$ cat config.mk
export PLATFORM = sky130hd
export DESIGN_NAME = utf8_byte_stream_decoder_unit
export DESIGN_NICKNAME = d
export VERILOG_FILES = /design/src/design/utf8d_pkg.sv /design/src/design/utf8d_step.sv /design/src/design/utf8_byte_stream_decoder_unit.sv
export SDC_FILE = /design/constraint.sdc
export NUM_CORES = 1
export LEC_CHECK = 0
export BUFFER_PORTS_ARGS = -buffer_cell sky130_fd_sc_hd__buf_2
export CAP_MARGIN = 10
export CORE_AREA = 5 5 89 70
export CTS_BUF_LIST = sky130_fd_sc_hd__clkbuf_8
export DETAILED_ROUTE_END_ITERATION = 7
export DIE_AREA = 0 0 94 75
export HOLD_SLACK_MARGIN = 0.15
export PLACE_DENSITY = 0.61
export SYNTH_ARGS = -nofsm -noshare
export SYNTH_HDL_FRONTEND = slang
export SYNTH_SLANG_ARGS = --single-unit
$ cat constraint.sdc
create_clock -name clk -period 2.81 [get_ports clk]
set_clock_uncertainty 0.05 [all_clocks]
set_input_delay 0.281 -clock clk [delete_from_list [all_inputs] [get_ports clk]]
set_output_delay 0.281 -clock clk [all_outputs]
set_load 0.02 [all_outputs]
$ cat src/design/utf8d_pkg.sv
// Shared types and constants for the UTF-8 byte stream decoder.
// No dependencies; used by utf8d_step and the top level.
`timescale 1ns / 1ps
`default_nettype none

package utf8d_pkg;

	localparam int unsigned ByteW = 8;
	localparam int unsigned CpW   = 21;

	// Top nibble of a lead byte
	localparam logic [3:0] LEAD4_NIB  = 4'hF;
	localparam logic [3:0] LEAD3_NIB  = 4'hE;
	localparam logic [3:0] LEAD2A_NIB = 4'hC;
	localparam logic [3:0] LEAD2B_NIB = 4'hD;

	// Continuation bytes still expected
	localparam logic [1:0] PEND_NONE  = 2'd0;
	localparam logic [1:0] PEND_ONE   = 2'd1;
	localparam logic [1:0] PEND_TWO   = 2'd2;
	localparam logic [1:0] PEND_THREE = 2'd3;

	typedef struct packed {
		logic [1:0]     pending;
		logic [CpW-1:0] partial;
	} dec_state_t;

	typedef struct packed {
		logic           emit;
		logic [CpW-1:0] codepoint;
		logic           truncated;
	} dec_result_t;

endpackage

`default_nettype wire

$ cat src/design/utf8d_step.sv
// One decode step: current sequence state and one byte in, next state and result out.
// Depends on utf8d_pkg.
`timescale 1ns / 1ps
`default_nettype none

module utf8d_step (
	input  wire logic [utf8d_pkg::ByteW-1:0] byte_in,
	input  wire utf8d_pkg::dec_state_t       cur,
	output utf8d_pkg::dec_state_t            nxt,
	output utf8d_pkg::dec_result_t           res
);

	logic [3:0]                  nib;
	logic [1:0]                  pend_dec;
	logic [utf8d_pkg::CpW-1:0]   merged;

	assign nib      = byte_in[7:4];
	assign pend_dec = cur.pending - 2'd1;

	// place the six payload bits of a continuation byte
	always_comb begin
		merged = cur.partial;
		unique case (pend_dec)
			utf8d_pkg::PEND_NONE: merged[5:0]   = cur.partial[5:0]   | byte_in[5:0];
			utf8d_pkg::PEND_ONE:  merged[11:6]  = cur.partial[11:6]  | byte_in[5:0];
			utf8d_pkg::PEND_TWO:  merged[17:12] = cur.partial[17:12] | byte_in[5:0];
			default:              merged        = cur.partial;
		endcase
	end

	always_comb begin
		nxt           = cur;
		res.emit      = 1'b0;
		res.codepoint = '0;
		res.truncated = 1'b0;
		if (cur.pending == utf8d_pkg::PEND_NONE) begin
			if (byte_in != '0) begin
				unique case (nib) inside
					utf8d_pkg::LEAD4_NIB: begin
						nxt.pending = utf8d_pkg::PEND_THREE;
						nxt.partial = {byte_in[2:0], 18'd0};
					end
					utf8d_pkg::LEAD3_NIB: begin
						nxt.pending = utf8d_pkg::PEND_TWO;
						nxt.partial = {5'd0, byte_in[3:0], 12'd0};
					end
					utf8d_pkg::LEAD2A_NIB, utf8d_pkg::LEAD2B_NIB: begin
						nxt.pending = utf8d_pkg::PEND_ONE;
						nxt.partial = {10'd0, byte_in[4:0], 6'd0};
					end
					default: begin
						res.emit      = 1'b1;
						res.codepoint = {13'd0, byte_in};
					end
				endcase
			end
		end else if (byte_in == '0) begin
			// cut short: hand out what has been gathered
			res.emit      = 1'b1;
			res.codepoint = cur.partial;
			res.truncated = 1'b1;
			nxt.pending   = utf8d_pkg::PEND_NONE;
			nxt.partial   = '0;
		end else begin
			nxt.pending = pend_dec;
			nxt.partial = merged;
			if (pend_dec == utf8d_pkg::PEND_NONE) begin
				res.emit      = 1'b1;
				res.codepoint = merged;
				nxt.partial   = '0;
			end
		end
	end

endmodule

`default_nettype wire

$ cat src/design/utf8_byte_stream_decoder_unit.sv
// UTF-8 byte stream decoder, top level: input register, decode step, result register.
// Depends on utf8d_pkg and utf8d_step.
//
// Usage:
//   Byte channel: byte_valid / byte_stall / byte_in. One byte of a NUL-terminated
//   string per request; a byte is taken at a clock edge with byte_valid high and
//   byte_stall low.
//   Code point channel: cp_valid / cp_stall / codepoint / truncated. One request per
//   decoded character, or one with truncated set when a NUL cuts a sequence short.
//   Lead bytes, other continuation bytes and a NUL outside a sequence give none.
//   Throughput: one byte per clock, sustained while cp_stall is low. The only loop is the sequence state
//   (pending count and partial value), updated by one shift-or step per byte.
//   Path: a byte that is taken lands in the input register; its result, if any,
//   is then written to the result register once that slot is free.
//   Stall: while cp_stall holds a waiting result, the input register holds its byte
//   and byte_stall rises only if that register is full, so one byte more is taken.
//   Reset (arst_n low, asynchronous): both registers empty, decoder idle, no
//   partial value.
`timescale 1ns / 1ps
`default_nettype none

module utf8_byte_stream_decoder_unit (
	input  wire logic                          clk,
	input  wire logic                          arst_n,
	input  wire logic                          byte_valid,
	output logic                               byte_stall,
	input  wire logic [utf8d_pkg::ByteW-1:0]   byte_in,
	output logic                               cp_valid,
	input  wire logic                          cp_stall,
	output logic [utf8d_pkg::CpW-1:0]          codepoint,
	output logic                               truncated
);

	logic                          valid_s1;
	logic [utf8d_pkg::ByteW-1:0]   byte_s1;
	logic                          valid_s2;
	logic [utf8d_pkg::CpW-1:0]     cp_s2;
	logic                          trunc_s2;
	utf8d_pkg::dec_state_t         state_q;
	utf8d_pkg::dec_state_t         state_nxt;
	utf8d_pkg::dec_result_t        step_res;
	logic                          out_free;
	logic                          advance;

	// the result slot is free when empty or being taken this cycle
	assign out_free   = !valid_s2 || !cp_stall;
	// decode the held byte once its result has somewhere to go
	assign advance    = valid_s1 && out_free;
	// hold off the sender only when the held byte cannot move on
	assign byte_stall = valid_s1 && !out_free;

	utf8d_step u_step (
		.byte_in (byte_s1),
		.cur     (state_q),
		.nxt     (state_nxt),
		.res     (step_res)
	);

	// input register
	always_ff @(posedge clk or negedge arst_n) begin
		if (!arst_n) begin
			valid_s1 <= 1'b0;
		end else if (!byte_stall) begin
			valid_s1 <= byte_valid;
		end
	end

	always_ff @(posedge clk) begin
		if (!byte_stall && byte_valid) begin
			byte_s1 <= byte_in;
		end
	end

	// sequence state: advance once per decoded byte
	always_ff @(posedge clk or negedge arst_n) begin
		if (!arst_n) begin
			state_q <= '0;
		end else if (advance) begin
			state_q <= state_nxt;
		end
	end

	// result register
	always_ff @(posedge clk or negedge arst_n) begin
		if (!arst_n) begin
			valid_s2 <= 1'b0;
		end else if (out_free) begin
			valid_s2 <= advance && step_res.emit;
		end
	end

	always_ff @(posedge clk) begin
		if (advance && step_res.emit) begin
			cp_s2    <= step_res.codepoint;
			trunc_s2 <= step_res.truncated;
		end
	end

	assign cp_valid  = valid_s2;
	assign codepoint = cp_s2;
	assign truncated = trunc_s2;

endmodule

`default_nettype wire
==> results_dict.tcl, run 1 <==
set metrics [dict create \
    worstRegToRegCells 5 \
    yosysTopAreaCell "edfxtp_1" \
    hold-path-cell-count 2 \
    post_cts_resized 0 \
    switching_share 0.364 \
    worstPathRequired_ps 2800 \
    syn_area_um2 2290 \
    area_growth_pct 21.6 \
    slew_viol_final 0 \
    slowest_stage "edfxtp_1" \
    final_layout_size_suffix_gt1_frac 0.229 \
    p_leak_nw 1.15 \
    syn-instance-count 179 \
    synth.distinct_cells 30 \
    worst_pin_slew_ps 598 \
    slowest_delay_ps 520 \
    antenna_found_initial 0 \
    hold_path.startpoint "cp_stall" \
    holdCritPathClass "in -> reg" \
    crit_fanout 16 \
    cp-start-kind "register" \
    seqPwrFrac 0.436 \
    status "complete, no violations" \
    fin_total_pwr_mw 2.75 \
    synth-seq-cells 55 \
    finalCritPeriodShare 0.854 \
    grt_pass1_wl_mm 8.14 \
    ctsLongestPathBuffers 2 \
    timing.hold.ws_ps 172 \
    r2r_start "byte_s1[1]" \
    yosysSeqAreaShare 0.668 \
    final_cell_count_no_fill 302 \
    p_int_mw 1.75 \
    synth_edf_count 30 \
    min_to "cp_valid" \
    synth_area_per_cell_um2 12.8 \
    fmax_ghz 0.417 \
    ir_drop_mv 0.419 \
    yosysTopAreaCellShare 0.394 \
    max_slew_margin 0.601 \
    nets 242 \
    comb_power_share 0.360 \
    maxCapViolCount 0 \
    cts_root_buf "clkbuf_8" \
    io_pins 36 \
    worstReg2RegEnd "codepoint[12]" \
    crit_chain "nor4_2 > a21oi_1 > o22ai_1 > and3_1 > buf_12" \
    syn_nets 195 \
    dp.cells 284 \
    dr.pass1.iters 4 \
    cp-end-kind "register" \
    row_count 23 \
    grt_max_degree 26 \
    antenna_cells 0 \
    grt_pass1_vias 1520 \
    finalCriticalPeriod_ps 2400 \
    rsz0062_at_grt "false" \
    multi_input_comb_area_um2 687 \
    numCtsBuffers 5 \
    regArea_um2 1530 \
    ant_nets 0 \
    p_per_area_nw_per_um2 989 \
    clk_pin_slew_ps 100 \
    grt_util_all_layers 0.158 \
    yosys.area_share.simple 0.119 \
    cts_num_sinks 55 \
    cts_tree "built" \
    yosys.area_share.xor_xnor 0 \
    power.switching_mw 1.00 \
    ys_warn_count 0 \
    die_h_um 75 \
    synth_compound_area_frac 0.146 \
    port_buffers 35 \
    worst-r2r-setup-slack_ps 410 \
    core_um2 5240 \
    vias 1547 \
    synth_top_family_by_area "compound AO/OA/AOI/OAI gates" \
    die_w_um 94 \
    critPathKind "reg -> reg" \
    cp_num_buf_inv 1 \
    die_area_um2 7050 \
    hold_buffers 10 \
    synthMuxAreaShare 0.0131 \
    cp_top_family "simple AND/OR/NAND/NOR gates" \
    synth_ff_type "edfxtp_1" \
    fillers 473 \
    routedWlPerCell_um 16.9 \
    start_util 0.436 \
    drt_iter0_markers 107 \
    route.detailed.drc 0 \
    fin_tns_setup_ps 0 \
    globalplace.congestion 0.870 \
    wirelength_mm 5.10 \
    hpwl_mm 3.66 \
    setup_viol 0 \
    cts-htree-levels 2 \
    ys_top_cells_by_area "edfxtp_1 (39%), dfrtp_1 (27%), a21oi_1 (3.5%)" \
    finalHoldViolations 0 \
    cts_setup_buffers 0 \
    synthArstFlopShare 0.455 \
    synthAdderAreaFrac 0.0219 \
    viasPerCell 5.12 \
    clk_latency_ps 320 \
    overflow 0 \
    critPathArrivalTime_ps 2380 \
    p_clk_frac 0.204 \
]
power groups by stage:
stage,registers (mW),clock network (mW),logic [mW]
floorplan,1.31,0,0.564
global placement,1.21,0,0.983
detailed placement,1.21,0,0.974
CTS,1.20,0.566,0.991
global route,1.22,0.603,1.09
finish,1.20,0.560,0.990
logic make-up (layout without fill, tap and decap cells):
group | after synthesis | after routing
AO/OA/AOI/OAI | 48 | 48
adder cells (fa/ha/maj) | 4 | 4
buffers and inverters | 18 | 66
flip-flops | 55 | 55
multiplexers | 3 | 3
AND/OR/NAND/NOR | 51 | 51
Yosys cell counts, types with 2 or more instances:
library cell,n
edfxtp_1,30
dfrtp_1,25
nor2_1,19
a21oi_1,16
nand2_1,10
inv_1,9
and2_1,8
a32o_1,6
nor3b_1,6
o21a_1,6
a22o_1,5
clkbuf_1,5
a31oi_1,4
buf_2,4
ha_1,4
o22ai_1,4
mux2i_1,3
and3_1,2
nand3_1,2
worst reg2reg max path, cell delays in order, from the launching register on:
cell	delay [ps]
edfxtp_1	520
nor4_2	390
a21oi_1	260
o22ai_1	220
and3_1	470
buf_12	210
stage by stage:
step | worst slack, ps | instance area [µm²] | utilization
2_1_floorplan | 514 | 2290 | -
3_3_place_gp | 452 | 2560 | 0.489
3_5_place_dp | 431 | 2560 | 0.489
4_1_cts | 407 | 2780 | 0.531
5_1_grt | 250 | 2780 | 0.531
6_report | 411 | 2780 | 0.531
metal layers:
metal  GRT usage  part of all wire  up-vias
met2       0.219              0.42       45
li1            -                 -      749
met5           0                 0        -
met4      0.0561             0.014        0
met1       0.247              0.51      746
met3      0.0320             0.052        7
cells in the final DEF (no fill, tap or decap), types with 2 or more instances in the layout:
| cell | instances |
|---|---|
| a21oi_1 | 16 |
| a22o_1 | 5 |
| a31oi_1 | 4 |
| a32o_1 | 6 |
| and2_1 | 8 |
| and3_1 | 2 |
| buf_2 | 35 |
| buf_4 | 3 |
| clkbuf_8 | 6 |
| dfrtp_1 | 25 |
| dlygate4sd3_1 | 10 |
| edfxtp_1 | 30 |
| ha_1 | 4 |
| inv_1 | 9 |
| mux2i_1 | 3 |
| nand2_1 | 10 |
| nand3_1 | 2 |
| nor2_1 | 19 |
| nor3b_1 | 6 |
| o21a_1 | 6 |
| o22ai_1 | 4 |
sequential cells by signal, indices dropped and copies added (netlist names):
name / cells
byte_s1: 8
codepoint: 21
cp_valid: 1
state_q: 23
truncated: 1
valid_s1: 1
cell type report:
class                           count  area share
Clock inverter                      2      0.0140
Inverter                            9      0.0122
Multi-Input combinational cell    106       0.247
Sequential cell                    55       0.549
Timing Repair Buffer               49       0.114
Tap cell                           75      0.0338
Clock buffer                        6      0.0297
worst max-delay path by stage:
stage	from	to	cells past startpoint
2_1_floorplan	state_q[21]	codepoint[0]	6
3_3_place_gp	byte_s1[1]	codepoint[14]	5
3_5_place_dp	byte_s1[1]	codepoint[13]	5
4_1_cts	byte_s1[1]	codepoint[15]	5
6_report	byte_s1[1]	codepoint[12]	5
5_1_grt	byte_s1[1]	codepoint[15]	5
(Power assumes the default switching activity.)
==> run 2: changes to the inputs <==
--- a/config.mk
+++ b/config.mk
@@ -13,6 +13,7 @@
 export DIE_AREA = 0 0 94 75
 export HOLD_SLACK_MARGIN = 0.15
 export PLACE_DENSITY = 0.61
+export SLEW_MARGIN = 20
 export SYNTH_ARGS = -nofsm -noshare
 export SYNTH_HDL_FRONTEND = slang
 export SYNTH_SLANG_ARGS = --single-unit
==> constraint.sdc (replaced) <==
create_clock -name clk -period 2.95 [get_ports clk]
set_clock_uncertainty 0.05 [all_clocks]
set_input_delay 0.295 -clock clk [delete_from_list [all_inputs] [get_ports clk]]
set_output_delay 0.295 -clock clk [all_outputs]
set_load 0.02 [all_outputs]
==> run 2 against run 1 <==
Worst setup slack improved by 210 ps. Critical path depth stayed put. Clock power shrank 12%. Critical endpoint is now codepoint[2]. Sequential share of layout area rose by 0.60 points. Flip-flop and latch count did not move. Non-clock buffer count decreased by 1. Core utilization shrank 0.57 points. First-iteration DRC count rose by 84%. Register-to-register slack gained 210 ps. Global-route usage is 1.0 points lower. Wire length shrank 8.7%.
==> results_dict.tcl, run 2 (synthesis gave the netlist of run 1 again) <==
set metrics [dict create \
    setup_slack_ps 619 \
    regArea_um2 1530 \
    utilization 0.525 \
    cp-end-kind "register" \
    critPathKind "reg -> reg" \
    viasPerCell 5.10 \
    top_layer_used "met4" \
    grt_max_degree 26 \
    port_buffers 35 \
    final_layout_size_suffix_gt1_frac 0.221 \
    grt_util_all_layers 0.148 \
    p_per_area_nw_per_um2 923 \
    holdCritPathClass "in -> reg" \
    drt_iter0_markers 197 \
    core_um2 5240 \
    ant_nets 0 \
    antenna_found_initial 0 \
    fmax_ghz 0.429 \
    globalplace.congestion 0.804 \
    fillers 462 \
    overflow 0 \
    regMostFlops "state_q" \
    cts-htree-levels 2 \
    hpwl_mm 3.30 \
    route.detailed.drc 0 \
    maxCapViolCount 0 \
    p_leak_nw 1.14 \
    io_pins 36 \
    worst-r2r-setup-slack_ps 620 \
    cts_root_buf "clkbuf_8" \
    die_w_um 94 \
    ctsLongestPathBuffers 2 \
    vias 1534 \
    timing.hold.ws_ps 193 \
    grt_pass1_vias 1549 \
    row_count 23 \
    grt_pass1_wl_mm 7.80 \
    cts_num_sinks 55 \
    dr_wl_met2_mm 2.06 \
    wirelength_mm 4.65 \
    ir_drop_mv 0.476 \
    max_slew_margin 0.593 \
    start_util 0.436 \
    multi_input_comb_area_um2 687 \
    setup_viol 0 \
    nets 241 \
    slew_viol_final 0 \
    largest_reg_flops 23 \
    clk_pin_slew_ps 100 \
    dpl_worst_slack_ps 646 \
    drt-met1-wl_mm 2.22 \
    fin_tns_setup_ps 0 \
    numCtsBuffers 5 \
    critPathArrivalTime_ps 2280 \
    design_area_um2 2750 \
    dp.cells 283 \
    crit_fanout 20 \
    fin_total_pwr_mw 2.54 \
    rsz0062_at_grt "false" \
    finalCriticalPeriod_ps 2330 \
    antenna_cells 0 \
    clk_latency_ps 310 \
    status "complete, no violations" \
    finalHoldViolations 0 \
    cp-start-kind "register" \
    final_common_cell "buf_2" \
    post_cts_resized 0 \
    die_h_um 75 \
    area_growth_pct 20.3 \
    dr.pass1.iters 4 \
    finalCritPeriodShare 0.790 \
    final_cell_mix "buf_2 (35), edfxtp_1 (30), dfrtp_1 (25), nor2_1 (19), a21oi_1 (16)" \
    cts_tree "built" \
    final_cell_count_no_fill 301 \
    place_area_um2 2540 \
    dr_wl_met3_um 301 \
    routedWlPerCell_um 15.5 \
    worstPathRequired_ps 2900 \
    die_area_um2 7050 \
    worst_pin_slew_ps 610 \
]
-- run 2: worst paths after layout --
path                       startpoint           end  depth (start not counted)
max                        byte_s1[1]  codepoint[2]                          5
max in group asynchronous      arst_n   state_q[16]                          2
min reg2reg                state_q[4]    state_q[4]                          1
min                          cp_stall      cp_valid                          2
max reg2reg                byte_s1[1]  codepoint[2]                          5
min in group asynchronous      arst_n      cp_valid                          2
-- run 2: cell type report --
class / count / area share
multi-input combinational: 106 / 0.250
tap: 75 / 0.0341
clock buffer: 5 / 0.0250
sequential: 55 / 0.555
inverter: 9 / 0.0123
clock inverter: 3 / 0.0155
timing repair buffer: 48 / 0.108
-- run 2: critical path, cell delays in order (launching register included) --
cell      delay [ps]
edfxtp_1         530
nor4_2           400
a21oi_1          270
o22ai_1          230
and3_1           250
buf_4            300
-- run 2: metal layers --
layer,vias up,GRT usage
met3,8,0.0370
met4,0,0.0529
met2,48,0.227
met1,738,0.208
met5,-,0
li1,740,-
-- run 2: what timing repair did --
item                                   4_1_cts  5_1_grt
setup buffers                                0        0
hold buffers                                10        0
endpoints found under the hold margin       34        0
-- run 2: report_power, final --
group          total (mW)  switching, mW  internal [mW]
Clock               0.495          0.241          0.253
Sequential           1.15         0.0960           1.05
Combinational       0.896          0.575          0.321
==> run 3: changes to the inputs <==
==> constraint.sdc (replaced) <==
create_clock -name clk -period 2.43 [get_ports clk]
set_clock_uncertainty 0.05 [all_clocks]
set_input_delay 0.243 -clock clk [delete_from_list [all_inputs] [get_ports clk]]
set_output_delay 0.243 -clock clk [all_outputs]
set_load 0.02 [all_outputs]
==> run 3 against run 2 <==
Combinational power increased by 27%. Highest routed layer unchanged. Worst setup slack got worse by 240 ps. Sequential share of layout area decreased by 0.55 points. Cell count increased by 1.3%. Largest cell class unchanged.
==> results_dict.tcl, run 3 (synthesis gave the netlist of run 1 again) <==
set metrics [dict create \
    dp.cells 286 \
    core_um2 5240 \
    p_leak_nw 1.15 \
    setup_viol 0 \
    ctsLongestPathBuffers 2 \
    timing.hold.ws_ps 415 \
    die_h_um 75 \
    drt_iter0_markers 88 \
    ir_drop_mv 0.532 \
    row_count 23 \
    p_per_area_nw_per_um2 1090 \
    fillers 460 \
    fin_tns_setup_ps 0 \
    cp-start-kind "register" \
    largest_reg_flops 23 \
    utilization 0.530 \
    dr.pass1.iters 4 \
    crit_fanout 20 \
    io_pins 36 \
    grtUsageMet2 0.238 \
    finalCriticalPeriod_ps 2050 \
    rsz0062_at_grt "false" \
    globalplace.congestion 0.884 \
    overflow 0 \
    final_cell_mix "buf_2 (35), edfxtp_1 (30), dfrtp_1 (25), nor2_1 (19), a21oi_1 (16)" \
    clk_latency_ps 300 \
    final_cell_count_no_fill 305 \
    grt_max_degree 26 \
    die_area_um2 7050 \
    start_util 0.436 \
    hpwl_mm 3.46 \
    fmax_ghz 0.487 \
    port_buffers 35 \
    routedWlPerCell_um 16.3 \
    slew_viol_final 0 \
    cp-end-kind "register" \
    fin_total_pwr_mw 3.03 \
    viasPerCell 5.06 \
    grt_util_all_layers 0.156 \
    worstPathRequired_ps 2400 \
    ant_nets 0 \
    grt_busiest_layer "met2" \
    nets 245 \
    max_slew_margin 0.608 \
    wirelength_mm 4.96 \
    finalCritPeriodShare 0.845 \
    worst_pin_slew_ps 588 \
    antenna_found_initial 0 \
    numCtsBuffers 5 \
    grt_pass1_vias 1611 \
    grt_pass1_wl_mm 8.30 \
    grtUsageMet3 0.0330 \
    regMostFlops "state_q" \
    critPathKind "reg -> reg" \
    gr-usage-met1 0.227 \
    cts_num_sinks 55 \
    final_layout_size_suffix_gt1_frac 0.230 \
    critPathArrivalTime_ps 2020 \
    cts-htree-levels 2 \
    vias 1542 \
    area_growth_pct 21.5 \
    maxCapViolCount 0 \
    status "complete, no violations" \
    cts_tree "built" \
    clk_pin_slew_ps 100 \
    holdCritPathClass "in -> async" \
    antenna_cells 0 \
    final_common_cell "buf_2" \
    route.detailed.drc 0 \
    cts_root_buf "clkbuf_8" \
    die_w_um 94 \
    finalHoldViolations 0 \
]
## run 3: metal layers
layer	up-vias	part of all wire
met1	730	0.49
met4	0	0.011
li1	752	-
met5	-	0
met3	6	0.070
met2	54	0.43
## run 3: critical path, cell delays in order (launching register included)
cell and delay (ps):
edfxtp_1 520, nor4_2 380, a21oi_1 130, o22ai_1 190
and3_1 290, buf_12 190
## run 3: cell type report
type                       instances  area [µm²]  area share
multi-input combinational        106         687       0.247
sequential                        55        1530       0.550
timing repair buffer              52         343       0.123
clock inverter                     2        11.3     0.00405
tap                               75        93.8      0.0338
clock buffer                       6        82.6      0.0297
inverter                           9        33.8      0.0122
## run 3: path summary, 6_finish.rpt
check,startpoint,endpoint,slack (ps),cells after the start
worst max-delay path,byte_s1[1],codepoint[19],380,5
worst min-delay path,arst_n,cp_valid,410,2
worst max register to register,byte_s1[1],codepoint[19],380,5
worst min register to register,state_q[3],state_q[3],440,1
max in group asynchronous,arst_n,state_q[4],1530,2
min in group clk,state_q[3],state_q[3],440,1
## run 3: stage by stage
stage | setup slack [ps] | area, µm²
6_report | 378 | 2780
5_1_grt | 202 | 2780
4_1_cts | 359 | 2780
3_5_place_dp | 386 | 2570
3_3_place_gp | 429 | 2570
2_1_floorplan | 134 | 2290
## run 3: what timing repair did
item / in CTS / in global routing
hold buffers: 11 / 0
gates resized for setup: 0 / 0
setup buffers: 0 / 0
hold endpoints to repair: 35 / 0
## run 3: report_power, final
| group | switching [mW] | internal [mW] |
|---|---|---|
| clock | 0.285 | 0.228 |
| sequential | 0.106 | 1.27 |
| combinational | 0.718 | 0.419 |
| total | 1.11 | 1.92 |
